`src/rtl/tick_driven_time_of_day_clock_macros.svh`:
```
// Assertion macros used by the time-of-day clock RTL.
// No dependencies; expects clk_i and rst_ni in the including module.
`ifndef TICK_DRIVEN_TIME_OF_DAY_CLOCK_MACROS_SVH
`define TICK_DRIVEN_TIME_OF_DAY_CLOCK_MACROS_SVH

// same-cycle implication, idle during reset
`define TDTC_ASSERT_NOW(lbl, ante, cons, msg) \
  lbl: assert property (@(posedge clk_i) disable iff (!rst_ni) (ante) |-> (cons)) \
    else $error(msg);

// next-cycle implication, idle during reset
`define TDTC_ASSERT_NEXT(lbl, ante, cons, msg) \
  lbl: assert property (@(posedge clk_i) disable iff (!rst_ni) (ante) |=> (cons)) \
    else $error(msg);

`endif

```
`src/rtl/tdtc_pkg.sv`:
```
// Shared constants and types of the time-of-day clock.
// No dependencies.
package tdtc_pkg;

  // tick counter width, fixed by the input word layout
  localparam int unsigned TICK_BITS = 32;
  localparam int unsigned US_W      = 20;  // microsecond field
  localparam int unsigned WK_W      = 20;  // seconds within a week

  localparam logic [US_W-1:0] US_PER_S    = 20'd1000000;
  localparam logic [WK_W-1:0] S_PER_WEEK  = 20'd604800;
  localparam logic [WK_W:0]   S_PER_2WEEK = 21'd1209600;
  localparam logic [16:0]     SEC_PER_DAY = 17'd86400;
  localparam logic [11:0]     SEC_PER_HR  = 12'd3600;
  localparam logic [5:0]      SEC_PER_MIN = 6'd60;
  localparam logic [4:0]      HR_PER_DAY  = 5'd24;

  localparam logic [US_W-1:0] PERIOD_RST = 20'd1000;
  localparam logic [US_W-1:0] PERIOD_MAX = 20'd1000000;

  // reciprocals for constant division; quotient may be one low where noted
  localparam logic [12:0] RCP_SPAN    = 13'd4294;     // floor(2^26/15625), after >>6
  localparam int unsigned RCP_SPAN_SH = 26;
  localparam logic [20:0] RCP_PROD    = 21'd1099511;  // floor(2^34/15625), after >>6
  localparam int unsigned RCP_PROD_SH = 34;
  localparam logic [12:0] RCP_WEEK    = 13'd7101;     // floor(2^25/4725), after >>7
  localparam int unsigned RCP_WEEK_SH = 25;
  // exact reciprocals (rounded up) for the narrow field split
  localparam logic [20:0] RCP_60_S    = 21'd1118482;  // ceil(2^26/60)
  localparam int unsigned RCP_60_S_SH = 26;
  localparam logic [14:0] RCP_60_M    = 15'd17477;    // ceil(2^20/60)
  localparam int unsigned RCP_60_M_SH = 20;
  localparam logic [7:0]  RCP_24      = 8'd171;       // ceil(2^12/24)
  localparam int unsigned RCP_24_SH   = 12;

  localparam logic OP_UPDATE = 1'b0;
  localparam logic OP_SET    = 1'b1;

  localparam int unsigned SCALE_STAGES = 9;
  localparam int unsigned SPLIT_STAGES = 4;

  // clock as seconds of the week plus microseconds
  typedef struct packed {
    logic [WK_W-1:0] week_s;
    logic [US_W-1:0] micro;
  } tod_t;

  // advance worked out from a tick span
  typedef struct packed {
    logic [WK_W-1:0] delta_s;   // whole seconds, mod one week
    logic [US_W-1:0] frac_us;   // microsecond remainder
  } adv_t;

  typedef struct packed {
    logic load;     // an item enters the accumulator stage
    logic is_set;   // that item loads the clock
  } acc_ctrl_t;

endpackage

```
`src/rtl/tdtc_accum.sv`:
```
// Clock state: seconds of the week and microseconds, advanced or loaded per word.
// Depends on tdtc_pkg and the assertion macro header.
`include "tick_driven_time_of_day_clock_macros.svh"

module tdtc_accum (
  input  logic                clk_i,
  input  logic                rst_ni,
  input  tdtc_pkg::acc_ctrl_t ctrl_i,
  input  tdtc_pkg::adv_t      adv_i,
  input  tdtc_pkg::tod_t      set_i,
  output tdtc_pkg::tod_t      tod_o
);

  logic [tdtc_pkg::WK_W-1:0] week_q, week_d;
  logic [tdtc_pkg::US_W-1:0] micro_q, micro_d;
  logic [tdtc_pkg::US_W:0]   us_sum;
  logic [tdtc_pkg::WK_W:0]   wk0, wk1, wsum;
  logic                      carry;

  always_comb begin
    us_sum = 21'(adv_i.frac_us) + 21'(micro_q);
    carry  = us_sum >= 21'(tdtc_pkg::US_PER_S);
    // both carry outcomes in parallel
    wk0    = 21'(week_q) + 21'(adv_i.delta_s);
    wk1    = wk0 + 21'd1;
    wsum   = carry ? wk1 : wk0;
    if (ctrl_i.is_set) begin
      week_d  = set_i.week_s;
      micro_d = set_i.micro;
    end else begin
      micro_d = carry ? 20'(us_sum - 21'(tdtc_pkg::US_PER_S)) : us_sum[19:0];
      week_d  = (wsum >= 21'(tdtc_pkg::S_PER_WEEK))
              ? 20'(wsum - 21'(tdtc_pkg::S_PER_WEEK)) : wsum[19:0];
    end
  end

  always_ff @(posedge clk_i or negedge rst_ni) begin
    if (!rst_ni) begin
      week_q  <= '0;
      micro_q <= '0;
    end else if (ctrl_i.load) begin
      week_q  <= week_d;
      micro_q <= micro_d;
    end
  end

  assign tod_o.week_s = week_q;
  assign tod_o.micro  = micro_q;

  `TDTC_ASSERT_NOW(a_week_range, 1'b1, week_q < tdtc_pkg::S_PER_WEEK, "week seconds out of range")
  `TDTC_ASSERT_NOW(a_micro_range, 1'b1, micro_q < tdtc_pkg::US_PER_S, "microseconds out of range")
  `TDTC_ASSERT_NEXT(a_hold, !ctrl_i.load, $stable(week_q) && $stable(micro_q), "clock moved idle")

endmodule

```
`config.mk`:
```
export PLATFORM = sky130hd
export DESIGN_NAME = tdtc_accum
export DESIGN_NICKNAME = d
export VERILOG_FILES = /design/src/rtl/tdtc_pkg.sv /design/src/rtl/tdtc_accum.sv
export VERILOG_INCLUDE_DIRS = /design/src /design/src/rtl
export SDC_FILE = /design/constraint.sdc
export NUM_CORES = 1
export LEC_CHECK = 0
export ABC_AREA = 1
export BUFFER_PORTS_ARGS = -buffer_cell sky130_fd_sc_hd__buf_2
export CAP_MARGIN = 20
export CORE_ASPECT_RATIO = 0.7
export CORE_MARGIN = 1
export CORE_UTILIZATION = 35
export CTS_BUF_LIST = sky130_fd_sc_hd__clkbuf_4
export CTS_CLUSTER_DIAMETER = 200
export DETAILED_ROUTE_END_ITERATION = 7
export GPL_ROUTABILITY_DRIVEN = 0
export GPL_TIMING_DRIVEN = 0
export SYNTH_ARGS = -nofsm -noshare
export SYNTH_HDL_FRONTEND = slang
export SYNTH_SLANG_ARGS = --single-unit
```
`constraint.sdc`:
```
create_clock -name clk_i -period 3.6 [get_ports clk_i]
set_input_delay 1.08 -clock clk_i [delete_from_list [all_inputs] [get_ports clk_i]]
set_output_delay 1.08 -clock clk_i [all_outputs]
set_load 0.02 [all_outputs]
```
; After elaboration in Yosys (flattened, before gate mapping)
; Index checks and enable logic that the tools add are counted.
[word_totals]
register_bits = 40
input_bits = 84
out_inout_bits = 40
elab_cells = 14
[op_classes]
addsub = 5
order_cmp = 2
n_mux = 5
[ops]
columns = operator, n
row1 = 20-bit 2-to-1 mux, 4
row2 = 20-bit by 20-bit adder with 21-bit output, 2
row3 = "21-bit by 20-bit >= comparator with 1-bit output, second input constant", 2
row4 = "20-bit subtractor, second input constant", 2
row5 = "21-bit by 1-bit adder with 21-bit output, second input constant", 1
row6 = 21-bit 2-to-1 mux, 1

; Logic depth before layout (Yosys ltp)
[logic_depth]
word_depth = 6
mapped_depth = 32
ltp_nobuf = 31

; Worst setup path after synthesis
; No wires, ideal clock.
[synth_timing]
kind = input -> register
startpoint = input port adv_i[0] (netlist name)
endpoint = register week_q[18] (netlist name)
arrival_time_ns = 3.967
path_slack_ns = -0.484
cell_stages = 27
n_path_buf = 2
cell_sequence = ha_1 -> fa_1 -> nand2_1 -> nand3_1 -> nand3_1 -> nand2_1 -> nand2_1 -> nand2_1 -> inv_1 -> ha_1 -> nand4_1 -> nor3_1 -> nand3_1 -> nand3_2 -> buf_6 -> nand2_1 -> nand2_1 -> nand2_1 -> nand3_1 -> nand2_2 -> nand2_2 -> nand2_4 -> buf_6 -> nand3_1 -> nand3_1 -> nand2_1 -> nand2_1
[synth_between]
elab_chain_cells = 6
elab_cells_between_ends = 7
cone_classes = 2 x add/sub / 2 x order compare / 3 x mux
[synth_lines]
columns = element, line
row1 = start: declaration, tdtc_accum.sv:9  ; input tdtc_pkg::adv_t adv_i,
row2 = 20-bit by 20-bit adder with 21-bit output (*), tdtc_accum.sv:21  ; us_sum = 21'(adv_i.frac_us) + 21'(micro_q);
row3 = 21-bit by 20-bit >= comparator with 1-bit output (*), tdtc_accum.sv:22  ; carry = us_sum >= 21'(tdtc_pkg::US_PER_S);
row4 = 21-bit 2-to-1 mux (*), tdtc_accum.sv:26  ; wsum = carry ? wk1 : wk0;
row5 = 20-bit subtractor / 21-bit by 20-bit >= comparator with 1-bit output (equally long branches), "tdtc_accum.sv:33, tdtc_accum.sv:32"
row6 = 20-bit 2-to-1 mux (*), tdtc_accum.sv:33  ; ? 20'(wsum - 21'(tdtc_pkg::S_PER_WEEK)) : wsum[19:0];
row7 = 20-bit 2-to-1 mux (*), tdtc_accum.sv:27  ; if (ctrl_i.is_set) begin
row8 = end signal: assignment, tdtc_accum.sv:42  ; week_q <= week_d;
row9 = end: declaration, tdtc_accum.sv:14  ; logic [tdtc_pkg::WK_W-1:0] week_q, week_d;
; Mark *: on every way between the ends. The rest lies on a longest branch, timed or not.
; A chain may end at the register's enable or synchronous reset.

; Worst setup path in the final report
[layout_timing]
startpoint = input port adv_i[0] (netlist name)
endpoint = register week_q[8] (netlist name)
; Same word-level chain as after synthesis.

==> flow_summary.json <==
{
  "fin_crit_ns": 4.106,
  "overflow": 0,
  "synth_fp_nets": 1356,
  "drtPass1Iterations": 5,
  "r2r_slack_ns": -0.18,
  "yosysMostFrequentCell": "nand2_1",
  "slew_headroom": 0.3484,
  "seq_area_mm2": 0.001001,
  "status": "finished with violations",
  "vias": 8523,
  "fillers": 1885,
  "fmax_ghz": 0.2435,
  "layout_setup_ws_ns": -0.5059,
  "setup_viol": 14,
  "clock_latency_ns": 0.39,
  "cts_hold_buf": 0,
  "r2r-start": "micro_q[0]$_DFFE_PN0P_",
  "netlist_area_mm2": 0.006723,
  "antenna_left": 0,
  "ys_ff_latch": 40,
  "fin_tns_setup_ns": -5.947,
  "startpoint": "adv_i[0]",
  "io_buffers": 122,
  "die_w_um": 167.7,
  "cts_tree": "done",
  "cp.required_ns": 3.86,
  "rows": 41,
  "leakagePower_nw": 4.874,
  "synth_cells": 1227,
  "synthArstFlopShare": 1.000,
  "synth_area_leaders": "nand2_1, dfrtp_1, inv_1",
  "area_growth_pct": 39.51,
  "synth_top_area_share": 0.2568,
  "arrival_ns": 4.37,
  "irDropWorstVdd_mv": 0.4828,
  "multi_input_comb_area_mm2": 0.006113,
  "violations": "setup timing",
  "clockBufferDepth": 2,
  "worstMarginPinSlew_ns": 0.9773,
  "via_per_inst": 5.181,
  "hold_class": "reg -> reg",
  "period_share": 1.141,
  "worstSetupEndpoint": "week_q[8]$_DFFE_PN0P_",
  "path_clk_slew_ns": 0.13,
  "drive_above_1_share": 0.3314,
  "drc": 0,
  "start_kind": "primary input",
  "cts.sinks": 40,
  "path_max_fanout": 6,
  "min_from": "week_q[17]$_DFFE_PN0P_",
  "slowest_stage": "fa_2",
  "synth_common_cells": "nand2_1, inv_1, nor2_1",
  "antenna_found_initial": 0,
  "yosys.area.top_type": "nand2_1",
  "grt_pass1_wl_mm": 39.81,
  "fin_area_mm2": 0.009379,
  "io_pins": 124,
  "rsz0062_at_grt": "true",
  "finalClockSkew_ns": 0.02833,
  "drv_cap": 0,
  "wire_per_inst_um": 16.17,
  "postPlaceCellArea_mm2": 0.007707,
  "ctsRootBufferMaster": "clkbuf_4",
  "reg2regPathDepth": 29,
  "yosysWarnings": 0,
  "cpMostUsedCell": "nand2_4",
  "critPathCaptureType": "register",
  "syn_area_per_cell_um2": 5.479,
  "powerDensity_mw_per_mm2": 1073,
  "synth_edf_count": 0,
  "synth.distinct_cells": 35,
  "final-max-slew-violation-count": 0,
  "drtIter0Drc": 778,
  "dp_hpwl_mm": 20.43,
  "grt_max_degree": 41,
  "cts_made_buffers": 5,
  "htreeDepth": 2,
  "fp.dieArea_mm2": 0.01978,
  "worstReg2RegEnd": "week_q[8]$_DFFE_PN0P_",
  "n_antenna_cell": 0,
  "cpPeakStageDelay_ns": 0.35,
  "synth_top_flop_cell": "dfrtp_1",
  "finalHoldViolCount": 0,
  "fin_nets": 1538,
  "core_region_area_mm2": 0.01842,
  "initial_core_util": 0.3650,
  "ys_seq_area_frac": 0.1489,
  "fp.dieH_um": 118.0,
  "grt_usage": 0.2550,
  "grt_pass1_vias": 7299,
  "wirelength_mm": 26.60,
  "worst-setup-path-type": "in -> reg"
}
routing by layer:
metal / GRT usage / wire (um) / up-vias
met5: 0 / 0 / -
met2: 0.3206 / 9819 / 389
met4: 0.01491 / 231 / 0
li1: - / - / 4258
met3: 0.06120 / 2845 / 22
met1: 0.4286 / 13710 / 3854
cell usage in the layout, fill, tap and decap left out, types with 21 or more instances in the layout:
cell type and count:
nor2_1 92, inv_2 21, nor2_2 30, buf_2 124
nand2_2 77, nand2_4 23, a21oi_1 41, inv_1 143
nand3_1 74, xor2_1 21, nand2_1 389, o21ai_0 46
dfrtp_1 40, nand4_1 23, buf_4 42, nor2_4 25
nand3_2 27
sequential cells by signal, indices dropped and copies added (netlist names):
name	cells
micro_q	20
week_q	20
final cells by class:
class,instances,share of cell area
Buffer,24,0.01654
Clock buffer,5,0.004002
Clock inverter,2,0.006403
Inverter,170,0.06937
Multi-Input combinational cell,994,0.6518
Sequential cell,40,0.1067
Tap cell,236,0.03148
Timing Repair Buffer,174,0.1137
cell families (layout without fill, tap and decap cells):
group	Yosys count	after routing	share of synthesized area
AO/OA/AOI/OAI	121	121	0.09604
XOR/XNOR	32	32	0.04616
adder cells (fa/ha/maj)	45	45	0.08599
buffers and inverters	194	375	0.1135
flip-flops	40	40	0.1489
AND/OR/NAND/NOR	795	796	0.5094
worst min-delay path by stage:
stage,depth (start not counted),end
2_1_floorplan,2,week_q[18]$_DFFE_PN0P_
5_1_grt,2,week_q[17]$_DFFE_PN0P_
6_report,2,week_q[17]$_DFFE_PN0P_
3_3_place_gp,2,week_q[17]$_DFFE_PN0P_
4_1_cts,2,week_q[17]$_DFFE_PN0P_
3_5_place_dp,2,week_q[17]$_DFFE_PN0P_
critical path: cells and delay by family:
| kind | cells | cell delay, ns |
|---|---|---|
| buf+inv | 5 | 0.49 |
| fa+ha+maj | 3 | 0.63 |
| simple gates | 22 | 2.13 |
through the flow:
stage | std cells | utilization | hold WS, ns | power, mW | setup WS, ns
2_1_floorplan | 1227 | - | 0.6126 | 5.584 | -0.3300
3_3_place_gp | 1585 | 0.4185 | 0.5164 | 7.057 | -1.283
3_5_place_dp | 1585 | 0.4185 | 0.5116 | 7.100 | -1.239
4_1_cts | 1630 | 0.4641 | 0.5445 | 8.823 | -0.4679
5_1_grt | 1645 | 0.5093 | 0.5768 | 10.87 | -0.6166
6_report | 1645 | 0.5093 | 0.5319 | 10.07 | -0.5059
power by group:
group | internal [mW] | switching [mW]
clock | 0.213 | 0.178
sequential | 0.614 | 0.221
combinational | 3.27 | 5.57
timing repair:
| item | in CTS | in global routing |
|---|---|---|
| endpoints found under the setup margin | 32 | 33 |
| gates cloned | 5 | 0 |
| resized for setup | 111 | 177 |
| pin swaps | 47 | 48 |
| setup buffers | 33 | 16 |
Power figures use the tool's default switching activity.
