===== src/rtl/tick_driven_time_of_day_clock_macros.svh =====
// Assertion macros used by the time-of-day clock RTL.
// No dependencies; expects clk_i and rst_ni in the including module.
`ifndef TICK_DRIVEN_TIME_OF_DAY_CLOCK_MACROS_SVH
`define TICK_DRIVEN_TIME_OF_DAY_CLOCK_MACROS_SVH

// same-cycle implication, idle during reset
`define TDTC_ASSERT_NOW(lbl, ante, cons, msg) \
  lbl: assert property (@(posedge clk_i) disable iff (!rst_ni) (ante) |-> (cons)) \
    else $error(msg);

// next-cycle implication, idle during reset
`define TDTC_ASSERT_NEXT(lbl, ante, cons, msg) \
  lbl: assert property (@(posedge clk_i) disable iff (!rst_ni) (ante) |=> (cons)) \
    else $error(msg);

`endif


===== src/rtl/tdtc_pkg.sv =====
// Shared constants and types of the time-of-day clock.
// No dependencies.
package tdtc_pkg;

  // tick counter width, fixed by the input word layout
  localparam int unsigned TICK_BITS = 32;
  localparam int unsigned US_W      = 20;  // microsecond field
  localparam int unsigned WK_W      = 20;  // seconds within a week

  localparam logic [US_W-1:0] US_PER_S    = 20'd1000000;
  localparam logic [WK_W-1:0] S_PER_WEEK  = 20'd604800;
  localparam logic [WK_W:0]   S_PER_2WEEK = 21'd1209600;
  localparam logic [16:0]     SEC_PER_DAY = 17'd86400;
  localparam logic [11:0]     SEC_PER_HR  = 12'd3600;
  localparam logic [5:0]      SEC_PER_MIN = 6'd60;
  localparam logic [4:0]      HR_PER_DAY  = 5'd24;

  localparam logic [US_W-1:0] PERIOD_RST = 20'd1000;
  localparam logic [US_W-1:0] PERIOD_MAX = 20'd1000000;

  // reciprocals for constant division; quotient may be one low where noted
  localparam logic [12:0] RCP_SPAN    = 13'd4294;     // floor(2^26/15625), after >>6
  localparam int unsigned RCP_SPAN_SH = 26;
  localparam logic [20:0] RCP_PROD    = 21'd1099511;  // floor(2^34/15625), after >>6
  localparam int unsigned RCP_PROD_SH = 34;
  localparam logic [12:0] RCP_WEEK    = 13'd7101;     // floor(2^25/4725), after >>7
  localparam int unsigned RCP_WEEK_SH = 25;
  // exact reciprocals (rounded up) for the narrow field split
  localparam logic [20:0] RCP_60_S    = 21'd1118482;  // ceil(2^26/60)
  localparam int unsigned RCP_60_S_SH = 26;
  localparam logic [14:0] RCP_60_M    = 15'd17477;    // ceil(2^20/60)
  localparam int unsigned RCP_60_M_SH = 20;
  localparam logic [7:0]  RCP_24      = 8'd171;       // ceil(2^12/24)
  localparam int unsigned RCP_24_SH   = 12;

  localparam logic OP_UPDATE = 1'b0;
  localparam logic OP_SET    = 1'b1;

  localparam int unsigned SCALE_STAGES = 9;
  localparam int unsigned SPLIT_STAGES = 4;

  // clock as seconds of the week plus microseconds
  typedef struct packed {
    logic [WK_W-1:0] week_s;
    logic [US_W-1:0] micro;
  } tod_t;

  // advance worked out from a tick span
  typedef struct packed {
    logic [WK_W-1:0] delta_s;   // whole seconds, mod one week
    logic [US_W-1:0] frac_us;   // microsecond remainder
  } adv_t;

  typedef struct packed {
    logic load;     // an item enters the accumulator stage
    logic is_set;   // that item loads the clock
  } acc_ctrl_t;

endpackage


===== src/rtl/tdtc_scale.sv =====
// Tick span to clock advance: split by 1e6, scale by the period, reduce mod a week.
// Depends on tdtc_pkg.
module tdtc_scale (
  input  logic                                 clk_i,
  input  logic [tdtc_pkg::SCALE_STAGES-1:0]    en_i,
  input  logic [tdtc_pkg::TICK_BITS-1:0]       span_i,
  input  logic [tdtc_pkg::US_W-1:0]            period_i,
  output tdtc_pkg::adv_t                       adv_o
);

  logic [38:0] prod1;
  logic [54:0] prodq;
  logic [37:0] prodg;

  logic [31:0] span1_q;
  logic [12:0] q1_q, q2_q, whole_q;
  logic [20:0] r1_q;
  logic [19:0] part_q;
  logic [39:0] prodp_q, prodp5_q;
  logic [31:0] gsec_q, gsec5_q;
  logic [19:0] qp_q, qp6_q, pq_q, pr_q, pr8_q, pr9_q, gm_q, delta_q;
  logic [12:0] qg_q;
  logic [20:0] rp_q, rg_q, sum_q;

  assign prod1 = 39'(span_i[tdtc_pkg::TICK_BITS-1:6]) * 39'(tdtc_pkg::RCP_SPAN);
  assign prodq = 55'(prodp_q[39:6]) * 55'(tdtc_pkg::RCP_PROD);
  assign prodg = 38'(gsec_q[31:7]) * 38'(tdtc_pkg::RCP_WEEK);

  always_ff @(posedge clk_i) begin
    // span / 1e6, estimate
    if (en_i[0]) begin
      span1_q <= span_i;
      q1_q    <= prod1[tdtc_pkg::RCP_SPAN_SH +: 13];
    end
    if (en_i[1]) begin
      r1_q <= 21'(span1_q - 32'(q1_q) * 32'(tdtc_pkg::US_PER_S));
      q2_q <= q1_q;
    end
    // correct the estimate
    if (en_i[2]) begin
      if (r1_q >= 21'(tdtc_pkg::US_PER_S)) begin
        whole_q <= q2_q + 13'd1;
        part_q  <= 20'(r1_q - 21'(tdtc_pkg::US_PER_S));
      end else begin
        whole_q <= q2_q;
        part_q  <= r1_q[19:0];
      end
    end
    // scale both halves by the period
    if (en_i[3]) begin
      prodp_q <= 40'(part_q) * 40'(period_i);
      gsec_q  <= 32'(whole_q) * 32'(period_i);
    end
    // product / 1e6 and whole seconds / week, estimates
    if (en_i[4]) begin
      qp_q     <= prodq[tdtc_pkg::RCP_PROD_SH +: 20];
      qg_q     <= prodg[tdtc_pkg::RCP_WEEK_SH +: 13];
      prodp5_q <= prodp_q;
      gsec5_q  <= gsec_q;
    end
    if (en_i[5]) begin
      rp_q  <= 21'(prodp5_q - 40'(qp_q) * 40'(tdtc_pkg::US_PER_S));
      rg_q  <= 21'(gsec5_q - 32'(qg_q) * 32'(tdtc_pkg::S_PER_WEEK));
      qp6_q <= qp_q;
    end
    if (en_i[6]) begin
      if (rp_q >= 21'(tdtc_pkg::US_PER_S)) begin
        pq_q <= qp6_q + 20'd1;
        pr_q <= 20'(rp_q - 21'(tdtc_pkg::US_PER_S));
      end else begin
        pq_q <= qp6_q;
        pr_q <= rp_q[19:0];
      end
      gm_q <= (rg_q >= 21'(tdtc_pkg::S_PER_WEEK)) ? 20'(rg_q - 21'(tdtc_pkg::S_PER_WEEK))
                                                  : rg_q[19:0];
    end
    // carried seconds, below three weeks
    if (en_i[7]) begin
      sum_q <= 21'(gm_q) + 21'(pq_q);
      pr8_q <= pr_q;
    end
    if (en_i[8]) begin
      if (sum_q >= tdtc_pkg::S_PER_2WEEK) begin
        delta_q <= 20'(sum_q - tdtc_pkg::S_PER_2WEEK);
      end else if (sum_q >= 21'(tdtc_pkg::S_PER_WEEK)) begin
        delta_q <= 20'(sum_q - 21'(tdtc_pkg::S_PER_WEEK));
      end else begin
        delta_q <= sum_q[19:0];
      end
      pr9_q <= pr8_q;
    end
  end

  assign adv_o.delta_s = delta_q;
  assign adv_o.frac_us = pr9_q;

endmodule


===== config.mk =====
export PLATFORM = sky130hd
export DESIGN_NAME = tdtc_scale
export DESIGN_NICKNAME = d
export VERILOG_FILES = /design/src/rtl/tick_driven_time_of_day_clock_macros.svh /design/src/rtl/tdtc_pkg.sv /design/src/rtl/tdtc_scale.sv
export SDC_FILE = /design/constraint.sdc
export NUM_CORES = 2
export LEC_CHECK = 0
export BUFFER_PORTS_ARGS = -buffer_cell sky130_fd_sc_hd__buf_2
export CAP_MARGIN = 20
export CORE_MARGIN = 2
export CORE_UTILIZATION = 50
export CTS_CLUSTER_SIZE = 30
export DETAILED_ROUTE_END_ITERATION = 16
export PLACE_DENSITY = 0.79
export SLEW_MARGIN = 30
export SYNTH_ARGS = -nofsm -noshare
export SYNTH_HDL_FRONTEND = slang
export SYNTH_SLANG_ARGS = --single-unit

===== constraint.sdc =====
create_clock -name clk_i -period 6.89 [get_ports clk_i]
set_input_delay 0.3445 -clock clk_i [delete_from_list [all_inputs] [get_ports clk_i]]
set_output_delay 0.3445 -clock clk_i [all_outputs]
set_load 0.05 [all_outputs]

* Yosys cells after proc, flatten, opt, wreduce, memory -nomap -nowiden *
Cells that the tools add are included.

cells by class
  $add $sub $neg = 11
  multipliers = 8
  $lt $le $gt $ge = 5
  multiplexer cells = 7

operators by type and width
  cell                                                    number
  2-to-1 mux 20 bit                                       6
  >= comparator 21 x 20 -> 1 bit (second input constant)  4
  subtractor 20 bit (second input constant)               4
  subtractor 21 bit                                       3
  multiplier 34 x 21 -> 54 bit (second input constant)    1
  multiplier 20 x 20 -> 40 bit                            1
  multiplier 25 x 13 -> 38 bit (second input constant)    1
  multiplier 26 x 12 -> 38 bit (second input constant)    1
  multiplier 13 x 20 -> 32 bit                            1
  adder 20 x 20 -> 21 bit                                 1
  >= comparator 21 bit (second input constant)            1
  adder 20 x 1 -> 20 bit (second input constant)          1
  multiplier 20 x 14 -> 15 bit (second input constant)    1
  subtractor 20 x 18 -> 20 bit (second input constant)    1
  multiplier 13 x 14 -> 15 bit (second input constant)    1
  multiplier 13 x 13 -> 14 bit (second input constant)    1
  adder 13 x 1 -> 13 bit (second input constant)          1
  2-to-1 mux 13 bit                                       1

storage, ports and cells
  bits in registers = 451
  input bits = 62
  output and inout bits = 40
  logic and storage cells = 53

* Logic depth before layout (Yosys ltp) *
  depth in word-level cells = 3
  mapped depth = 26
  depth with buffers taken out = 25

* Worst setup path before layout *
OpenSTA, ideal clock, no wires.

  path type = input port to flip-flop
  start = input port period_i[11] (netlist bit)
  end = register prodp_q[38], data pin
  library setup time = 0.269 ns
  data arrival time = 6.517 ns
  required time = 6.621 ns
  path slack = 0.104 ns
  cell stages on the path = 24
  buffers on the path = 1
  cell sequence = clkbuf_1 nand2_1 fa_1 inv_1 fa_1 inv_1 fa_1 inv_1 fa_1 fa_1 fa_1 inv_1 fa_1 inv_1 ha_1 a21o_1 o21bai_1 a2111oi_0 a21oi_1 o21ai_0 a31oi_1 a2111oi_0 o31ai_1 xor2_1

between the ends
  word-level cells in the longest chain between the ends = 1

RTL lines
  item                          line              text
  start, declared               tdtc_scale.sv:7   input logic [tdtc_pkg::US_W-1:0] period_i,
  multiplier 20 x 20 -> 40 bit  tdtc_scale.sv:51  prodp_q <= 40'(part_q) * 40'(period_i);
  end signal, assigned          tdtc_scale.sv:51
  end, declared                 tdtc_scale.sv:19  logic [39:0] prodp_q, prodp5_q;

No other way between the ends.
A chain may end at the register's enable or synchronous reset.

* Final worst setup path *
  start = register part_q[12]
  end = register prodp_q[38], data pin

between the ends
  word-level cells in the longest chain between the ends = 1

RTL lines
  item                          line              text
  start, declared               tdtc_scale.sv:18  logic [19:0] part_q;
  start signal, assigned        tdtc_scale.sv:43  part_q <= 20'(r1_q - 21'(tdtc_pkg::US_PER_S));
  start signal, assigned        tdtc_scale.sv:46  part_q <= r1_q[19:0];
  multiplier 20 x 20 -> 40 bit  tdtc_scale.sv:51

No other way between the ends.

==> impl_metrics.csv <==
group,metric,value,unit
floorplanning,die_y,363,µm
floorplanning,core_area,128000,µm²
yosys,avgSynthCellArea,10.5,µm²
finish,drive_gt1_share,7.58,%
place,portBuffers,101,
worst_setup_path,cp-start-kind,"register",
global_routing,grt_pass1_vias,46041,
detailed_routing,dr.first_iter.drc_count,2667,
cts,cts_root_buf,"clkbuf_16",
detailed_routing,antenna_left,0,
floorplanning,dieArea,132000,µm²
yosys,synth.distinct_cells,70,
detailed_routing,viasPerCell,5.25,
global_routing,grt_max_degree,75,
yosys,synthesis.area,64500,µm²
worst_setup_path,path_class,"register to register",
worst_setup_path,timing.rr.start,"part_q[12]$_DFFE_PP_",
yosys,synth_top_cell_area_share,34.5,%
cts,clk_pin_slew,60,ps
worst_setup_path,cp-end-kind,"register",
timing,setup_violations,0,
worst_setup_path,crit_start,"part_q[12]$_DFFE_PP_",
detailed_routing,first_pass_iters,6,
place,gp_congestion,0.923,
worst_setup_path,ff2ff_setup_slack,70,ps
run_status,status,"finished, final reports clean",
finish,n_fill_cell,10356,
timing,tns,0,ps
yosys,syn_inst,6114,
yosys,synth-seq-cells,451,
timing,slew_headroom,33.5,%
worst_setup_path,r2r_end,"prodp_q[38]$_DFFE_PP_",
floorplanning,start_util,50.5,%
yosys,ys_seq_area_share,21.0,%
finish,final_nets,8384,
timing,skew,28.5,ps
job,drv_cap,0,
worst_setup_path,cp_max_fo,7,
hold_path,hold_class,"primary input to register",
floorplanning,die_w,363,µm
yosys,synth_top_cell_by_area,"fa_1",
global_routing,grt_first_pass_wirelength,230000,µm
cts,cts.sinks,451,
floorplanning,rows,131,
timing,fin_crit_sh,98.9,%
detailed_routing,wirelength,138000,µm
detailed_routing,routedWlPerCell,17.1,µm
timing,worstMarginPinSlew,998,ps
global_routing,grt_usage,21.5,%
yosys,yosys_warnings,0,
cts,clockBufferDepth,3,
place,dp_hpwl,115000,µm
hold_path,whs_path_depth,1,
yosys,synth_ff_type,"edfxtp_1",
detailed_routing,vias,42384,
detailed_routing,remaining_drc_errors,0,
finish,syn2layout_area_growth,9.19,%
worst_setup_path,crit_required,7250,ps
yosys,ys_async_sr_fraction,0,%
yosys,syn_nets,8136,
yosys,synth_edf_count,451,
worst_setup_path,r2r_cells,24,
cts,cts_buffers,47,
cts,clock_latency,620,ps
global_routing,gr-total-overflow,0,
cts,cts_tree,"done",
global_routing,antenna_found_initial,17,
worst_setup_path,arrival,7180,ps
floorplanning,io_pins,102,
cts,h-tree-depth,2,
yosys,yosys-top-cells-area,"fa_1 34%, edfxtp_1 21%, ha_1 16%",
timing,maxSlewViolCount,0,
timing,rsz0062_at_grt,"true",
worst_setup_path,cp-endpoint,"prodp_q[38]$_DFFE_PP_",
timing,max_freq,0.147,GHz
timing,finalHoldViolCount,0,
timing,fin_crit,6820,ps
## worst max-delay path, stage by stage, from the launching register on
cell	delay, ps
edfxtp_1	420
buf_4	200
and2_1	190
fa_1	460
fa_1	540
inv_1	60
fa_1	510
inv_1	70
fa_1	480
fa_1	510
fa_1	500
inv_1	50
fa_1	470
inv_1	40
ha_1	280
nand4_1	120
nor2_1	70
a221oi_2	300
a21oi_2	130
o21ai_2	200
a31oi_4	140
a2111oi_4	390
buf_4	200
o31ai_4	70
xor2_1	170
## synthesized netlist by cell type (all sizes together) (8+ instances only)
| cell type | count |
|---|---|
| inv | 1571 |
| nand2b | 25 |
| a21oi | 145 |
| fa | 1110 |
| o21bai | 31 |
| a2111oi | 8 |
| nand4 | 27 |
| nor3 | 58 |
| edfxtp | 451 |
| a31oi | 16 |
| a21boi | 19 |
| ha | 850 |
| nand3 | 60 |
| o41ai | 10 |
| a211oi | 22 |
| o21ai | 103 |
| and2 | 317 |
| xnor2 | 201 |
| o31ai | 11 |
| nand2 | 472 |
| nor2 | 156 |
| clkbuf | 138 |
| o21a | 14 |
| and3 | 17 |
| or3 | 11 |
| nor2b | 29 |
| a21o | 46 |
| xor2 | 83 |
## final cells by class
type                            instances  area [µm²]  share of cell area, %
Antenna cell                            7        17.5                 0.0249
Clock buffer                           51        1210                   1.72
Sequential cell                       451       13500                   19.2
Tap cell                             1662        2080                   2.95
Timing Repair Buffer                  339        2410                   3.42
Clock inverter                         36         322                  0.457
Multi-Input combinational cell       3952       44900                   63.8
Inverter                             1571        5900                   8.38
## through the flow
step / util [%] / std cells / setup slack, ps / hold slack (ps) / cell area [µm²]
2_1_floorplan: - / 6114 / 104 / 400 / 64500
3_3_place_gp: 53.3 / 7944 / -42.8 / 400 / 68100
3_5_place_dp: 53.3 / 7944 / -176 / 405 / 68100
4_1_cts: 54.7 / 8045 / 33.2 / 8.81 / 69800
5_1_grt: 55.1 / 8065 / -108 / 34.5 / 70400
6_report: 55.1 / 8069 / 73.5 / 50.3 / 70400
## repair_timing
action / CTS / global route
resized for setup: 15 / 87
hold endpoints to repair: 11 / 0
hold buffers: 11 / 0
setup buffers: 3 / 16
setup endpoints to repair: 16 / 24
pin swaps: 8 / 48
cloned: 0 / 1
## placed cells by master (no fill, tap or decap), types with 8 or more instances in the layout
master,count
a211oi_1,21
a21boi_0,17
a21o_1,46
a21oi_1,139
a31oi_1,14
and2_1,314
and3_1,17
buf_2,99
buf_4,216
buf_6,9
clkbuf_16,48
clkinv_1,9
clkinv_2,13
dlygate4sd3_1,11
edfxtp_1,451
fa_1,1099
fa_2,11
ha_1,842
inv_1,1562
inv_2,9
nand2_1,471
nand2b_1,25
nand3_1,56
nand4_1,27
nor2_1,151
nor2b_1,29
nor3_1,56
o21a_1,14
o21ai_0,94
o21bai_1,30
o31ai_1,8
or3_1,10
xnor2_1,201
xor2_1,83
## worst min-delay path by stage
| stage | startpoint | endpoint | slack, ps |
|---|---|---|---|
| 2_1_floorplan | gsec_q[0]$_DFFE_PP_ | gsec5_q[0]$_DFFE_PP_ | 400 |
| 3_3_place_gp | pr8_q[14]$_DFFE_PP_ | pr9_q[14]$_DFFE_PP_ | 400 |
| 3_5_place_dp | pr8_q[11]$_DFFE_PP_ | pr9_q[11]$_DFFE_PP_ | 400 |
| 4_1_cts | span_i[9] | span1_q[9]$_DFFE_PP_ | 9 |
| 5_1_grt | span_i[10] | span1_q[10]$_DFFE_PP_ | 30 |
| 6_report | span_i[10] | span1_q[10]$_DFFE_PP_ | 50 |
## sequential cells by signal, indices dropped and copies added (netlist names), 20 cells and up
| signal | count |
|---|---|
| delta_q | 20 |
| gm_q | 20 |
| gsec5_q | 21 |
| gsec_q | 32 |
| part_q | 20 |
| pq_q | 20 |
| pr8_q | 20 |
| pr9_q | 20 |
| pr_q | 20 |
| prodp5_q | 21 |
| prodp_q | 40 |
| qp6_q | 20 |
| qp_q | 20 |
| r1_q | 21 |
| rg_q | 21 |
| rp_q | 21 |
| span1_q | 21 |
| sum_q | 21 |
## metal layers
| layer | track usage [%] | up-vias | share of wire [%] |
|---|---|---|---|
| met2 | 37.3 | 1339 | 50 |
| met4 | 6.33 | 20 | 3.2 |
| met1 | 27.7 | 21206 | 40 |
| met3 | 3.60 | 294 | 6.8 |
| met5 | 0 | - | 0.094 |
| li1 | - | 19525 | - |
## kinds of logic (layout without fill, tap and decap cells)
group           after synthesis  in the layout  synth area share (%)
fa+ha+maj                  1960           1960                  51.0
compound gates              492            492                  4.92
xor+xnor                    284            284                  3.86
simple gates               1212           1212                  9.20
buf+inv                    1711           1997                  9.97
flops                       451            451                  21.0
mux                           4              4                0.0660
other cells                   0              7                     0
Power is not shown: default switching activity piles up to over one toggle a cycle in this logic, so the estimate is an artifact.
