`config.mk`:
```
export PLATFORM = sky130hd
export DESIGN_NAME = tdtc_split
export DESIGN_NICKNAME = d
export VERILOG_FILES = /design/src/rtl/tick_driven_time_of_day_clock_macros.svh /design/src/rtl/tdtc_pkg.sv /design/src/rtl/tdtc_split.sv
export SDC_FILE = /design/constraint.sdc
export NUM_CORES = 1
export LEC_CHECK = 0
export ABC_AREA = 1
export BUFFER_PORTS_ARGS = -buffer_cell sky130_fd_sc_hd__buf_2
export CAP_MARGIN = 15
export CORE_UTILIZATION = 55
export CTS_CLUSTER_SIZE = 10
export DETAILED_ROUTE_END_ITERATION = 16
export PLACE_DENSITY = 0.77
export REMOVE_ABC_BUFFERS = 1
export SLEW_MARGIN = 10
export SYNTH_ARGS = -nofsm -noshare
export SYNTH_HDL_FRONTEND = slang
export SYNTH_SLANG_ARGS = --single-unit
export TNS_END_PERCENT = 50
```
`constraint.sdc`:
```
create_clock -name clk_i -period 6.1 [get_ports clk_i]
set_input_delay 0.915 -clock clk_i [delete_from_list [all_inputs] [get_ports clk_i]]
set_output_delay 0.915 -clock clk_i [all_outputs]
set_load 0.01 [all_outputs]
```
`src/rtl/tick_driven_time_of_day_clock_macros.svh`:
```
// Assertion macros used by the time-of-day clock RTL.
// No dependencies; expects clk_i and rst_ni in the including module.
`ifndef TICK_DRIVEN_TIME_OF_DAY_CLOCK_MACROS_SVH
`define TICK_DRIVEN_TIME_OF_DAY_CLOCK_MACROS_SVH

// same-cycle implication, idle during reset
`define TDTC_ASSERT_NOW(lbl, ante, cons, msg) \
  lbl: assert property (@(posedge clk_i) disable iff (!rst_ni) (ante) |-> (cons)) \
    else $error(msg);

// next-cycle implication, idle during reset
`define TDTC_ASSERT_NEXT(lbl, ante, cons, msg) \
  lbl: assert property (@(posedge clk_i) disable iff (!rst_ni) (ante) |=> (cons)) \
    else $error(msg);

`endif

```
`src/rtl/tdtc_pkg.sv`:
```
// Shared constants and types of the time-of-day clock.
// No dependencies.
package tdtc_pkg;

  // tick counter width, fixed by the input word layout
  localparam int unsigned TICK_BITS = 32;
  localparam int unsigned US_W      = 20;  // microsecond field
  localparam int unsigned WK_W      = 20;  // seconds within a week

  localparam logic [US_W-1:0] US_PER_S    = 20'd1000000;
  localparam logic [WK_W-1:0] S_PER_WEEK  = 20'd604800;
  localparam logic [WK_W:0]   S_PER_2WEEK = 21'd1209600;
  localparam logic [16:0]     SEC_PER_DAY = 17'd86400;
  localparam logic [11:0]     SEC_PER_HR  = 12'd3600;
  localparam logic [5:0]      SEC_PER_MIN = 6'd60;
  localparam logic [4:0]      HR_PER_DAY  = 5'd24;

  localparam logic [US_W-1:0] PERIOD_RST = 20'd1000;
  localparam logic [US_W-1:0] PERIOD_MAX = 20'd1000000;

  // reciprocals for constant division; quotient may be one low where noted
  localparam logic [12:0] RCP_SPAN    = 13'd4294;     // floor(2^26/15625), after >>6
  localparam int unsigned RCP_SPAN_SH = 26;
  localparam logic [20:0] RCP_PROD    = 21'd1099511;  // floor(2^34/15625), after >>6
  localparam int unsigned RCP_PROD_SH = 34;
  localparam logic [12:0] RCP_WEEK    = 13'd7101;     // floor(2^25/4725), after >>7
  localparam int unsigned RCP_WEEK_SH = 25;
  // exact reciprocals (rounded up) for the narrow field split
  localparam logic [20:0] RCP_60_S    = 21'd1118482;  // ceil(2^26/60)
  localparam int unsigned RCP_60_S_SH = 26;
  localparam logic [14:0] RCP_60_M    = 15'd17477;    // ceil(2^20/60)
  localparam int unsigned RCP_60_M_SH = 20;
  localparam logic [7:0]  RCP_24      = 8'd171;       // ceil(2^12/24)
  localparam int unsigned RCP_24_SH   = 12;

  localparam logic OP_UPDATE = 1'b0;
  localparam logic OP_SET    = 1'b1;

  localparam int unsigned SCALE_STAGES = 9;
  localparam int unsigned SPLIT_STAGES = 4;

  // clock as seconds of the week plus microseconds
  typedef struct packed {
    logic [WK_W-1:0] week_s;
    logic [US_W-1:0] micro;
  } tod_t;

  // advance worked out from a tick span
  typedef struct packed {
    logic [WK_W-1:0] delta_s;   // whole seconds, mod one week
    logic [US_W-1:0] frac_us;   // microsecond remainder
  } adv_t;

  typedef struct packed {
    logic load;     // an item enters the accumulator stage
    logic is_set;   // that item loads the clock
  } acc_ctrl_t;

endpackage

```
`src/rtl/tdtc_split.sv`:
```
// Seconds of the week into weekday, hour, minute, second; four stages.
// Depends on tdtc_pkg.
module tdtc_split (
  input  logic                              clk_i,
  input  logic [tdtc_pkg::SPLIT_STAGES-1:0] en_i,
  input  tdtc_pkg::tod_t                    tod_i,
  output logic [2:0]                        weekday_o,
  output logic [4:0]                        hour_o,
  output logic [5:0]                        minute_o,
  output logic [5:0]                        second_o,
  output logic [19:0]                       micro_o
);

  logic [40:0] prod_s;
  logic [28:0] prod_m;
  logic [15:0] prod_d;

  logic [19:0] wk_q;
  logic [13:0] q60_q, mall_q;
  logic [7:0]  hall_q, hall_n_q;
  logic [5:0]  sec_q, sec_n_q, min_q;
  logic [2:0]  wd_q;
  logic [19:0] mic_l_q, mic_m_q, mic_n_q;
  logic [2:0]  weekday_q;
  logic [4:0]  hour_q;
  logic [5:0]  minute_q, second_q;
  logic [19:0] micro_q;

  assign prod_s = 41'(tod_i.week_s) * 41'(tdtc_pkg::RCP_60_S);
  assign prod_m = 29'(q60_q) * 29'(tdtc_pkg::RCP_60_M);
  assign prod_d = 16'(hall_q) * 16'(tdtc_pkg::RCP_24);

  always_ff @(posedge clk_i) begin
    if (en_i[0]) begin
      wk_q    <= tod_i.week_s;
      q60_q   <= prod_s[tdtc_pkg::RCP_60_S_SH +: 14];
      mic_l_q <= tod_i.micro;
    end
    if (en_i[1]) begin
      sec_q   <= 6'(wk_q - 20'(q60_q) * 20'(tdtc_pkg::SEC_PER_MIN));
      hall_q  <= prod_m[tdtc_pkg::RCP_60_M_SH +: 8];
      mall_q  <= q60_q;
      mic_m_q <= mic_l_q;
    end
    if (en_i[2]) begin
      min_q    <= 6'(mall_q - 14'(hall_q) * 14'(tdtc_pkg::SEC_PER_MIN));
      wd_q     <= prod_d[tdtc_pkg::RCP_24_SH +: 3];
      hall_n_q <= hall_q;
      sec_n_q  <= sec_q;
      mic_n_q  <= mic_m_q;
    end
    if (en_i[3]) begin
      weekday_q <= wd_q;
      hour_q    <= 5'(hall_n_q - 8'(wd_q) * 8'(tdtc_pkg::HR_PER_DAY));
      minute_q  <= min_q;
      second_q  <= sec_n_q;
      micro_q   <= mic_n_q;
    end
  end

  assign weekday_o = weekday_q;
  assign hour_o    = hour_q;
  assign minute_o  = minute_q;
  assign second_o  = second_q;
  assign micro_o   = micro_q;

endmodule

```
# --- Yosys cells after proc, flatten, opt, wreduce, memory -nomap -nowiden ---
# Index checks and enable logic that the tools add are counted.
totals:
  out_inout_bits: 40
  inputBits: 45
  wordCells: 26
  ff_bits: 160
op_classes:
  add_sub_neg: 3
  n_mul: 6
ops:
  columns: ["operator", "count"]
  rows:
  - ["multiplier 20 x 20 -> 39 bit, second input constant", 1]
  - ["multiplier 14 x 15 -> 28 bit, second input constant", 1]
  - ["multiplier 8 x 8 -> 15 bit, second input constant", 1]
  - ["multiplier 14 x 4 -> 4 bit, second input constant", 1]
  - ["subtractor 6 bit", 2]
  - ["multiplier 8 x 4 -> 4 bit, second input constant", 1]
  - ["subtractor 5 bit", 1]
  - ["multiplier 3 x 2 -> 2 bit, second input constant", 1]

# --- Logic depth before layout (Yosys ltp) ---
# Gate-level depths: netlist (run 1).
depth:
  depth_word: 2
  depth_mapped: 22
  depth_no_buf: 22

# --- Worst setup path before layout (run 1) ---
# OpenSTA, ideal clock, no wires.
synth_timing:
  path_kind: "input-to-reg"
  startpoint: "input port tod_i[22] (netlist name)"
  endpoint: "register q60_q[5], data pin"
  n_path_buf: 0
  path_stages: 21
  setup_ns: 0.252
  t_required_ns: 5.848
  setup_slack_ns: 1.279
  arrival_ns: 4.568
  cell_sequence: "ha_1 > inv_1 > fa_1 > inv_1 > fa_1 > inv_1 > fa_1 > inv_1 > ha_1 > ha_1 > ha_1 > nand2_2 > inv_1 > nand2_1 > and2_1 > a21boi_2 > nor2_1 > nor2_1 > nand2_1 > nand2_1 > nand2_1"
synth_via:
  elab_chain_cells: 1
synth_rtl:
  columns: ["element", "line", "source"]
  rows:
  - ["start: declaration", "tdtc_split.sv:6", "input tdtc_pkg::tod_t tod_i,"]
  - ["multiplier 20 x 20 -> 39 bit", "tdtc_split.sv:29", "assign prod_s = 41'(tod_i.week_s) * 41'(tdtc_pkg::RCP_60_S);"]
  - ["net prod_s[31]", "tdtc_split.sv:14", "logic [40:0] prod_s;"]
  - ["end signal: assignment", "tdtc_split.sv:36", "q60_q <= prod_s[tdtc_pkg::RCP_60_S_SH +: 14];"]
  - ["end: declaration", "tdtc_split.sv:19", "logic [13:0] q60_q, mall_q;"]
# The timed path passes the listed nets, and every way through them passes these cells.
# A chain may end at the register's enable or synchronous reset.

# --- Final worst setup path (run 1) ---
layout_timing:
  startpoint: "input port tod_i[22] (netlist name)"
  endpoint: "register q60_q[10], data pin"
# Same word-level chain as after synthesis.

==> flow_summary.json, run 1 <==
{
  "grt_max_degree": 41,
  "avgSynthCellArea_um2": 10.3,
  "slew_headroom_pct": 35.1,
  "synth_seq_cells": 160,
  "maxCapViolCount": 0,
  "pre_cts_ws_ns": 0.804,
  "fin_nets": 1743,
  "cts_inserted_buffers": 17,
  "yosysSeqAreaShare_pct": 36.9,
  "yosysWarnings": 0,
  "die_w_um": 156,
  "syn_area_um2": 13000,
  "setup_viol_count_final": 0,
  "cts_setup_buffers": 0,
  "multi_input_area_um2": 7330,
  "clk_pin_slew_ns": 0.08,
  "drt_first_pass_iters": 5,
  "hold_path.class": "register to register",
  "synth_top_flop_cell": "edfxtp_1",
  "via_count": 8859,
  "grt_pass1_wl_um": 42700,
  "drt-initial-drc-count": 494,
  "worst_slew_pin_slew_ns": 0.974,
  "die_height_um": 156,
  "diodes": 0,
  "hold_violations": 0,
  "ys_async_sr_fraction_pct": 0,
  "fin_skew_ns": 0.0215,
  "drive_above_1_share_pct": 11.0,
  "area_growth_pct": 11.0,
  "numClockSinks": 160,
  "seq_area_um2": 4800,
  "hpwl_um": 21600,
  "die_area_um2": 24300,
  "place_area_um2": 13800,
  "critPathMaxStageDelay_ns": 0.54,
  "place.gp.congestion": 0.899,
  "grt_overflow": 0,
  "crit_required_ns": 6.30,
  "cpMaxStageDelayCell": "fa_1",
  "num_rows": 55,
  "vias_per_cell": 5.25,
  "cp_data_arrival_time_ns": 5.07,
  "cp_max_fo": 3,
  "wl_per_cell_um": 15.7,
  "fillerInstances": 1785,
  "ant_nets": 0,
  "drc": 0,
  "crit_family": "adder cells",
  "post_cts_resized": 0,
  "setup_ws_ns": 1.23,
  "wl_um": 26500,
  "path_common_cell": "inv_1",
  "crit_buf_inv": 6,
  "antenna_found_initial": 1,
  "cts-htree-levels": 4,
  "finalCritPeriodShare_pct": 79.8,
  "synth_edf_count": 160,
  "finalInstanceArea_um2": 14400,
  "cp-end-kind": "register",
  "max_freq_mhz": 205,
  "clock_path_buffers": 2,
  "critPathLaunchType": "input pin",
  "critPathKind": "input pin to register",
  "rsz0062_at_grt": "no",
  "core_area_um2": 22900,
  "io_buffers": 84,
  "finalMaxSlewViolations": 0,
  "clock_latency_ns": 0.44,
  "synthCells": 1258,
  "tns_ns": 0,
  "cts_tree": "yes",
  "synth_cell_types": 35,
  "cts_root_buffer": "clkbuf_16",
  "path_cells": "buf_2 > ha_1 > inv_1 > fa_1 > inv_1 > fa_1 > inv_1 > fa_1 > inv_1 > ha_1 > ha_1 > ha_1 > nand2_2 > inv_1 > a21boi_0 > o21bai_1 > a21oi_1 > nand2_1 > nand2_1 > nand2_1",
  "timing.final.crit_period_ns": 4.87,
  "ctsHoldBuffers": 0,
  "grt_pass1_vias": 8625,
  "status": "finished clean",
  "initial_core_util_pct": 56.8,
  "io_pins": 85,
  "grtUsageTotal_pct": 22.9
}
## cell type report
class / count / area share (%)
multi-input cells: 864 / 50.8
flip-flops and latches: 160 / 33.3
inverters: 234 / 6.08
clock buffers: 17 / 2.95
repair buffers: 84 / 2.91
well taps: 313 / 2.71
clock inverters: 15 / 1.30
## kinds of logic (layout without fill, tap and decap cells)
logic type / count (synthesis) / count (layout) / share of synthesized area (%)
AOI/OAI and AO/OA: 129 / 129 / 5.71
xor gates and xnor gates: 32 / 32 / 2.15
adders and majority gates: 337 / 337 / 36.3
buffers and inverters: 234 / 350 / 6.75
DFF: 160 / 160 / 36.9
and+or+nand+nor: 366 / 366 / 12.2
## routing by layer
metal  share of wire (%)  routed length [µm]  up-vias  global-route usage [%]
met5                   0                   0        -                       0
li1                    -                   -     4434                       -
met2                  47               12500      224                    37.7
met4                 1.9                 507        0                    6.26
met3                 5.0                1320       36                    3.69
met1                  46               12200     4165                    31.4
## stage by stage
step / hold WS (ns) / instances / util [%]
6_report: 0.407 / 1687 / 63.0
2_1_floorplan: 0.400 / 1258 / -
3_3_place_gp: 0.400 / 1655 / 60.3
5_1_grt: 0.420 / 1687 / 63.0
3_5_place_dp: 0.405 / 1655 / 60.3
4_1_cts: 0.410 / 1687 / 63.0
## Yosys cell counts (12+ instances only)
| library cell | number | area (µm²) |
|---|---|---|
| fa_1 | 67 | 1340 |
| nor2_1 | 85 | 319 |
| o21ai_0 | 26 | 130 |
| inv_1 | 228 | 856 |
| nand2_1 | 195 | 732 |
| xnor2_1 | 12 | 105 |
| edfxtp_1 | 160 | 4800 |
| xor2_1 | 20 | 175 |
| nand2_2 | 12 | 75.1 |
| nand3_1 | 37 | 185 |
| a21oi_1 | 58 | 290 |
| o21bai_1 | 12 | 90.1 |
| ha_1 | 270 | 3380 |
## placed cells by master (no fill, tap or decap), types with 20 or more instances in the layout
| master | Yosys | final |
|---|---|---|
| nand3_1 | 37 | 37 |
| buf_2 | 0 | 84 |
| nand2_1 | 195 | 195 |
| edfxtp_1 | 160 | 160 |
| o21ai_0 | 26 | 26 |
| nor2_1 | 85 | 85 |
| inv_1 | 228 | 228 |
| a21oi_1 | 58 | 58 |
| xor2_1 | 20 | 20 |
| fa_1 | 67 | 67 |
| ha_1 | 270 | 270 |
## flip-flops by register name, summed over array words and instances (netlist names), 5 cells and up
name      cells
micro_o      20
wk_q          6
mic_m_q      20
q60_q        14
hall_q        8
sec_q         6
minute_o      6
hour_o        5
sec_n_q       6
min_q         6
mic_l_q      20
mic_n_q      20
hall_n_q      5
mall_q        6
second_o      6
## final timing paths
kind                     from           to  slack, ns  cells past startpoint
setup reg to reg    q60_q[11]    hall_q[3]       1.71                     15
setup / recovery    tod_i[22]    q60_q[10]       1.23                     20
hold / removal    mic_m_q[17]  mic_n_q[17]       0.41                      0
hold reg to reg   mic_m_q[17]  mic_n_q[17]       0.41                      0
Power of run 1 is left out: the tool's default activity adds up to more than one toggle a clock period on the data nets, which glitch-free logic cannot reach.
==> run 2: changes to the inputs <==
--- a/config.mk
+++ b/config.mk
@@ -11,7 +11,7 @@
 export CORE_UTILIZATION = 55
 export CTS_CLUSTER_SIZE = 10
 export DETAILED_ROUTE_END_ITERATION = 16
-export PLACE_DENSITY = 0.77
+export PLACE_DENSITY = 0.8
 export REMOVE_ABC_BUFFERS = 1
 export SLEW_MARGIN = 10
 export SYNTH_ARGS = -nofsm -noshare
==> constraint.sdc (replaced) <==
create_clock -name clk_i -period 4 [get_ports clk_i]
set_input_delay 0.6 -clock clk_i [delete_from_list [all_inputs] [get_ports clk_i]]
set_output_delay 0.6 -clock clk_i [all_outputs]
set_load 0.01 [all_outputs]
==> run 2 against run 1 <==
Compared with the run above:
- critical path type unchanged
- register-to-register slack worse by 1.7 ns
- routed wire length is 23% higher
- count of clock-buffer cells in the layout unchanged
- clock skew fell by 0.0051 ns
- non-clock buffer count is 108 higher
- via count up 11%
- sequential share of layout area decreased by 3.6 points
- die area did not move
- highest routed layer unchanged
- design area up 12%
- core utilization rose by 7.7 points
- the flow now finishes with violations (setup timing)
==> flow_summary.json, run 2 (synthesis gave the netlist of run 1 again) <==
{
  "status": "finished with violations",
  "violations": "setup timing",
  "cts-htree-levels": 4,
  "via_count": 9835,
  "path_cells": "buf_8 > ha_4 > inv_2 > fa_1 > inv_2 > fa_1 > inv_1 > fa_1 > inv_1 > ha_4 > ha_4 > ha_4 > nand2_4 > buf_6 > nor2_4 > nand2_2 > nor2_4 > nand3_2 > nor2_4 > nor2_2 > nand3_1 > nand2_1",
  "place_area_um2": 14600,
  "r2r_start": "q60_q[12]",
  "die_area_um2": 24300,
  "cp_max_fo": 3,
  "rrSetupSlack_ns": -0.01,
  "timing.final.crit_period_ns": 4.40,
  "vias_per_cell": 5.48,
  "area_growth_pct": 24.4,
  "slew_headroom_pct": 32.0,
  "r2r_cells": 16,
  "fin_skew_ns": 0.0163,
  "grt_max_degree": 41,
  "clock_path_buffers": 2,
  "layoutNonFillerInstCount": 1795,
  "ant_nets": 0,
  "wl_met2_um": 16100,
  "grt_pass1_vias": 9962,
  "cts_tree": "yes",
  "path_common_cell": "ha_4",
  "finalMaxSlewViolations": 0,
  "hold_path.class": "input pin to register",
  "die_height_um": 156,
  "setup_ws_ns": -0.398,
  "cp_data_arrival_time_ns": 4.60,
  "min-delay-start": "tod_i[10]",
  "grt_overflow": 0,
  "route.met3.wl_um": 2130,
  "dp_cells": 1754,
  "cts_root_buffer": "clkbuf_16",
  "drive_above_1_share_pct": 26.2,
  "numClockSinks": 160,
  "multi_input_area_um2": 8210,
  "drt_first_pass_iters": 5,
  "ctsHoldBuffers": 0,
  "grt_pass1_wl_um": 48200,
  "hold_ws_ns": 0.344,
  "drt-initial-drc-count": 637,
  "hold_depth": 1,
  "initial_core_util_pct": 56.8,
  "wl_um": 32500,
  "critPathMaxStageDelay_ns": 0.53,
  "critPathKind": "input pin to register",
  "cts_inserted_buffers": 17,
  "die_w_um": 156,
  "regToRegEndpoint": "hall_q[0]",
  "rsz0062_at_grt": "yes",
  "fillerInstances": 1519,
  "core_area_um2": 22900,
  "finalInstanceArea_um2": 16200,
  "wl_per_cell_um": 18.1,
  "num_rows": 55,
  "crit_required_ns": 4.20,
  "clock_latency_ns": 0.44,
  "io_pins": 85,
  "final_common_cell": "ha_1",
  "crit_family": "adder cells",
  "seq_area_um2": 4800,
  "mostFrequentLayoutCells": "ha_1 (227), inv_1 (216), nand2_1 (175)",
  "place.gp.congestion": 0.899,
  "tns_ns": -3.62,
  "hold_end": "mic_l_q[10]",
  "io_buffers": 84,
  "drc": 0,
  "met1Wirelength_um": 12900,
  "cp-end-kind": "register",
  "hpwl_um": 23000,
  "maxCapViolCount": 0,
  "worst_slew_pin_slew_ns": 1.02,
  "critPathLaunchType": "input pin",
  "grtUsageTotal_pct": 25.8,
  "dr.max_layer_used": "met4",
  "max_freq_mhz": 227,
  "setup_viol_count_final": 17,
  "clk_pin_slew_ns": 0.08,
  "finalCritPeriodShare_pct": 110,
  "cp-startpoint": "tod_i[22]",
  "crit_buf_inv": 6,
  "cpMaxStageDelayCell": "fa_1",
  "fin_nets": 1851,
  "diodes": 0,
  "hold_violations": 0,
  "antenna_found_initial": 0
}
run 2: cell count changes in the layout (fill, tap and decap cells not counted), sizes merged:
cell,before,now
inv,242,243
buf,84,192
bufinv,1,2
clkinv,6,2
clkinvlp,0,2
run 2: how the worst max path moves through the flow:
| stage | to | slack [ns] | depth (start not counted) |
|---|---|---|---|
| 2_1_floorplan | q60_q[5] | -0.51 | 21 |
| 3_3_place_gp | q60_q[11] | -0.79 | 21 |
| 3_5_place_dp | q60_q[5] | -0.91 | 20 |
| 4_1_cts | q60_q[5] | -0.19 | 21 |
| 5_1_grt | q60_q[12] | -0.49 | 22 |
| 6_report | q60_q[12] | -0.40 | 22 |
run 2: timing repair:
action,CTS,global route
pin swaps,56,40
hold endpoints to repair,0,0
resized for setup,91,86
setup buffers,5,4
setup endpoints to repair,22,22
run 2: cell type report:
cell class / instances / area share, %
Multi-Input combinational cell: 864 / 50.7
Sequential cell: 160 / 29.7
Timing Repair Buffer: 192 / 7.97
Inverter: 234 / 5.42
Clock buffer: 17 / 2.63
Tap cell: 313 / 2.42
Clock inverter: 15 / 1.20
run 2: worst reg2reg max path: stages (launching register included):
cell and delay [ns]:
edfxtp_1 0.45, ha_1 0.31, inv_1 0.05, fa_1 0.48, fa_1 0.47, fa_2 0.38
inv_2 0.07, fa_1 0.46, ha_4 0.31, nand2_1 0.08, buf_4 0.14, nor2_2 0.12
inv_1 0.07, nor2_2 0.10, nand4_1 0.08, nand3_1 0.10, xor2_1 0.06
run 2: routing by layer:
layer | vias up | track usage [%]
met4 | 0 | 10.1
li1 | 4637 | -
met3 | 133 | 4.86
met1 | 4632 | 31.2
met5 | - | 0
met2 | 433 | 45.3
run 2: metrics by stage:
| stage | setup slack, ns | util, % |
|---|---|---|
| 4_1_cts | -0.191 | 68.8 |
| 6_report | -0.398 | 70.7 |
| 2_1_floorplan | -0.506 | - |
| 3_5_place_dp | -0.907 | 63.6 |
| 3_3_place_gp | -0.792 | 63.6 |
| 5_1_grt | -0.490 | 70.7 |
Power of run 2 is left out for the same reason.
==> run 3: changes to the inputs <==
--- a/config.mk
+++ b/config.mk
@@ -8,10 +8,11 @@
 export ABC_AREA = 1
 export BUFFER_PORTS_ARGS = -buffer_cell sky130_fd_sc_hd__buf_2
 export CAP_MARGIN = 15
-export CORE_UTILIZATION = 55
+export CORE_ASPECT_RATIO = 2
+export CORE_UTILIZATION = 57
 export CTS_CLUSTER_SIZE = 10
 export DETAILED_ROUTE_END_ITERATION = 16
-export PLACE_DENSITY = 0.8
+export PLACE_DENSITY = 0.83
 export REMOVE_ABC_BUFFERS = 1
 export SLEW_MARGIN = 10
 export SYNTH_ARGS = -nofsm -noshare
==> run 3 against run 2 <==
Compared with the run above:
- the flow still finishes with violations (setup timing)
- global-route usage up 6.8 points
- non-clock buffer count up 30
- sequential cell count unchanged
- clock skew about the same
- count of clock-buffer cells in the layout unchanged
- design area up 2.7%
- via count up 10%
- die area down 3.3%
- routed wire length up 25%
- critical path type unchanged
==> flow_summary.json, run 3 (synthesis gave the netlist of run 1 again) <==
{
  "grt_pass1_vias": 11500,
  "critPathLaunchType": "input pin",
  "dp_cells": 1742,
  "drt-initial-drc-count": 886,
  "crit_buf_inv": 7,
  "die_area_um2": 23500,
  "antenna_found_initial": 1,
  "setup_viol_count_final": 22,
  "cts-htree-levels": 4,
  "via_count": 10900,
  "numClockSinks": 160,
  "multi_input_area_um2": 8500,
  "critPathKind": "input pin to register",
  "mostFrequentLayoutCells": "ha_1 (212), inv_1 (209), nand2_1 (177)",
  "finalMaxSlewViolations": 0,
  "layoutNonFillerInstCount": 1789,
  "violations": "setup timing",
  "fin_nets": 1881,
  "setup_ws_ns": -0.331,
  "rsz0062_at_grt": "yes",
  "num_rows": 77,
  "fin_skew_ns": 0.0167,
  "drive_above_1_share_pct": 30.2,
  "timing.final.crit_period_ns": 4.33,
  "grt_max_degree": 41,
  "cts_root_buffer": "clkbuf_16",
  "area_growth_pct": 27.8,
  "cp-end-kind": "register",
  "clk_pin_slew_ns": 0.07,
  "cp_data_arrival_time_ns": 4.51,
  "die_height_um": 216,
  "wl_per_cell_um": 22.8,
  "rrSetupSlack_ns": -0.16,
  "io_buffers": 84,
  "clock_path_buffers": 2,
  "drt_first_pass_iters": 6,
  "ant_nets": 0,
  "place_area_um2": 14700,
  "crit_required_ns": 4.18,
  "crit_family": "adder cells",
  "seq_area_um2": 4800,
  "hold_path.class": "input pin to register",
  "slew_headroom_pct": 35.0,
  "worst_slew_pin_slew_ns": 0.975,
  "finalInstanceArea_um2": 16600,
  "grt_pass1_wl_um": 56300,
  "critPathMaxStageDelay_ns": 0.59,
  "pre_cts_ws_ns": -1.10,
  "grt_overflow": 0,
  "finalCritPeriodShare_pct": 108,
  "path_common_cell": "ha_4",
  "status": "finished with violations",
  "drc": 0,
  "cts_tree": "yes",
  "wl_um": 40700,
  "vias_per_cell": 6.07,
  "path_cells": "buf_2 > ha_4 > fa_1 > inv_2 > fa_2 > fa_1 > inv_2 > ha_4 > ha_4 > ha_4 > buf_6 > nand2_4 > nor2_4 > inv_2 > buf_4 > nor2_4 > inv_1 > nor2_1 > o21ai_1 > nand3_1 > xor2_1",
  "grtUsageTotal_pct": 32.6,
  "cpMaxStageDelayCell": "fa_1",
  "core_area_um2": 22300,
  "io_pins": 85,
  "clock_latency_ns": 0.44,
  "place.gp.congestion": 1.01,
  "initial_core_util_pct": 58.5,
  "cp_max_fo": 3,
  "hold_violations": 0,
  "fillerInstances": 1183,
  "die_w_um": 109,
  "maxCapViolCount": 0,
  "final_common_cell": "ha_1",
  "max_freq_mhz": 231,
  "hpwl_um": 26300,
  "cts_inserted_buffers": 17
}
## run 3: per-stage QoR
stage	hold slack (ns)	TNS (ns)	util (%)
2_1_floorplan	0.400	-5.81	-
3_3_place_gp	0.400	-13.08	66.1
3_5_place_dp	0.405	-14.72	66.1
4_1_cts	0.332	-2.40	71.9
5_1_grt	0.330	-6.45	74.7
6_report	0.333	-4.15	74.7
## run 3: area by class of cell
cell class                      instances  share of cell area [%]
Inverter                              234                    5.28
Timing Repair Buffer                  222                    9.01
Tap cell                              276                    2.08
Antenna cell                            1                  0.0150
Clock inverter                         15                    1.02
Sequential cell                       160                    28.9
Multi-Input combinational cell        864                    51.1
Clock buffer                           17                    2.56
## run 3: layer usage
metal  routed length (µm)  vias to the layer above  global-route usage, %
li1                     -                     4715                      -
met1                11700                     5088                   27.3
met2                21200                      722                   60.7
met3                 2880                      335                   5.92
met4                 4870                        0                   31.1
met5                    0                        -                      0
## run 3: what timing repair did
item / 4_1_cts / 5_1_grt
endpoints found under the hold margin: 0 / 0
buffers inserted: 5 / 11
setup endpoints to repair: 22 / 23
pin swaps: 51 / 55
resized for setup: 109 / 113
hold buffers: 0 / 0
## run 3: worst paths after layout
path                   start    endpoint  cells past startpoint
setup reg to reg   q60_q[13]   hall_q[1]                     14
hold reg to reg   mic_m_q[1]  mic_n_q[1]                      0
setup / recovery   tod_i[21]    q60_q[0]                     21
hold / removal      tod_i[2]  mic_l_q[2]                      1
Power of run 3 is left out for the same reason.
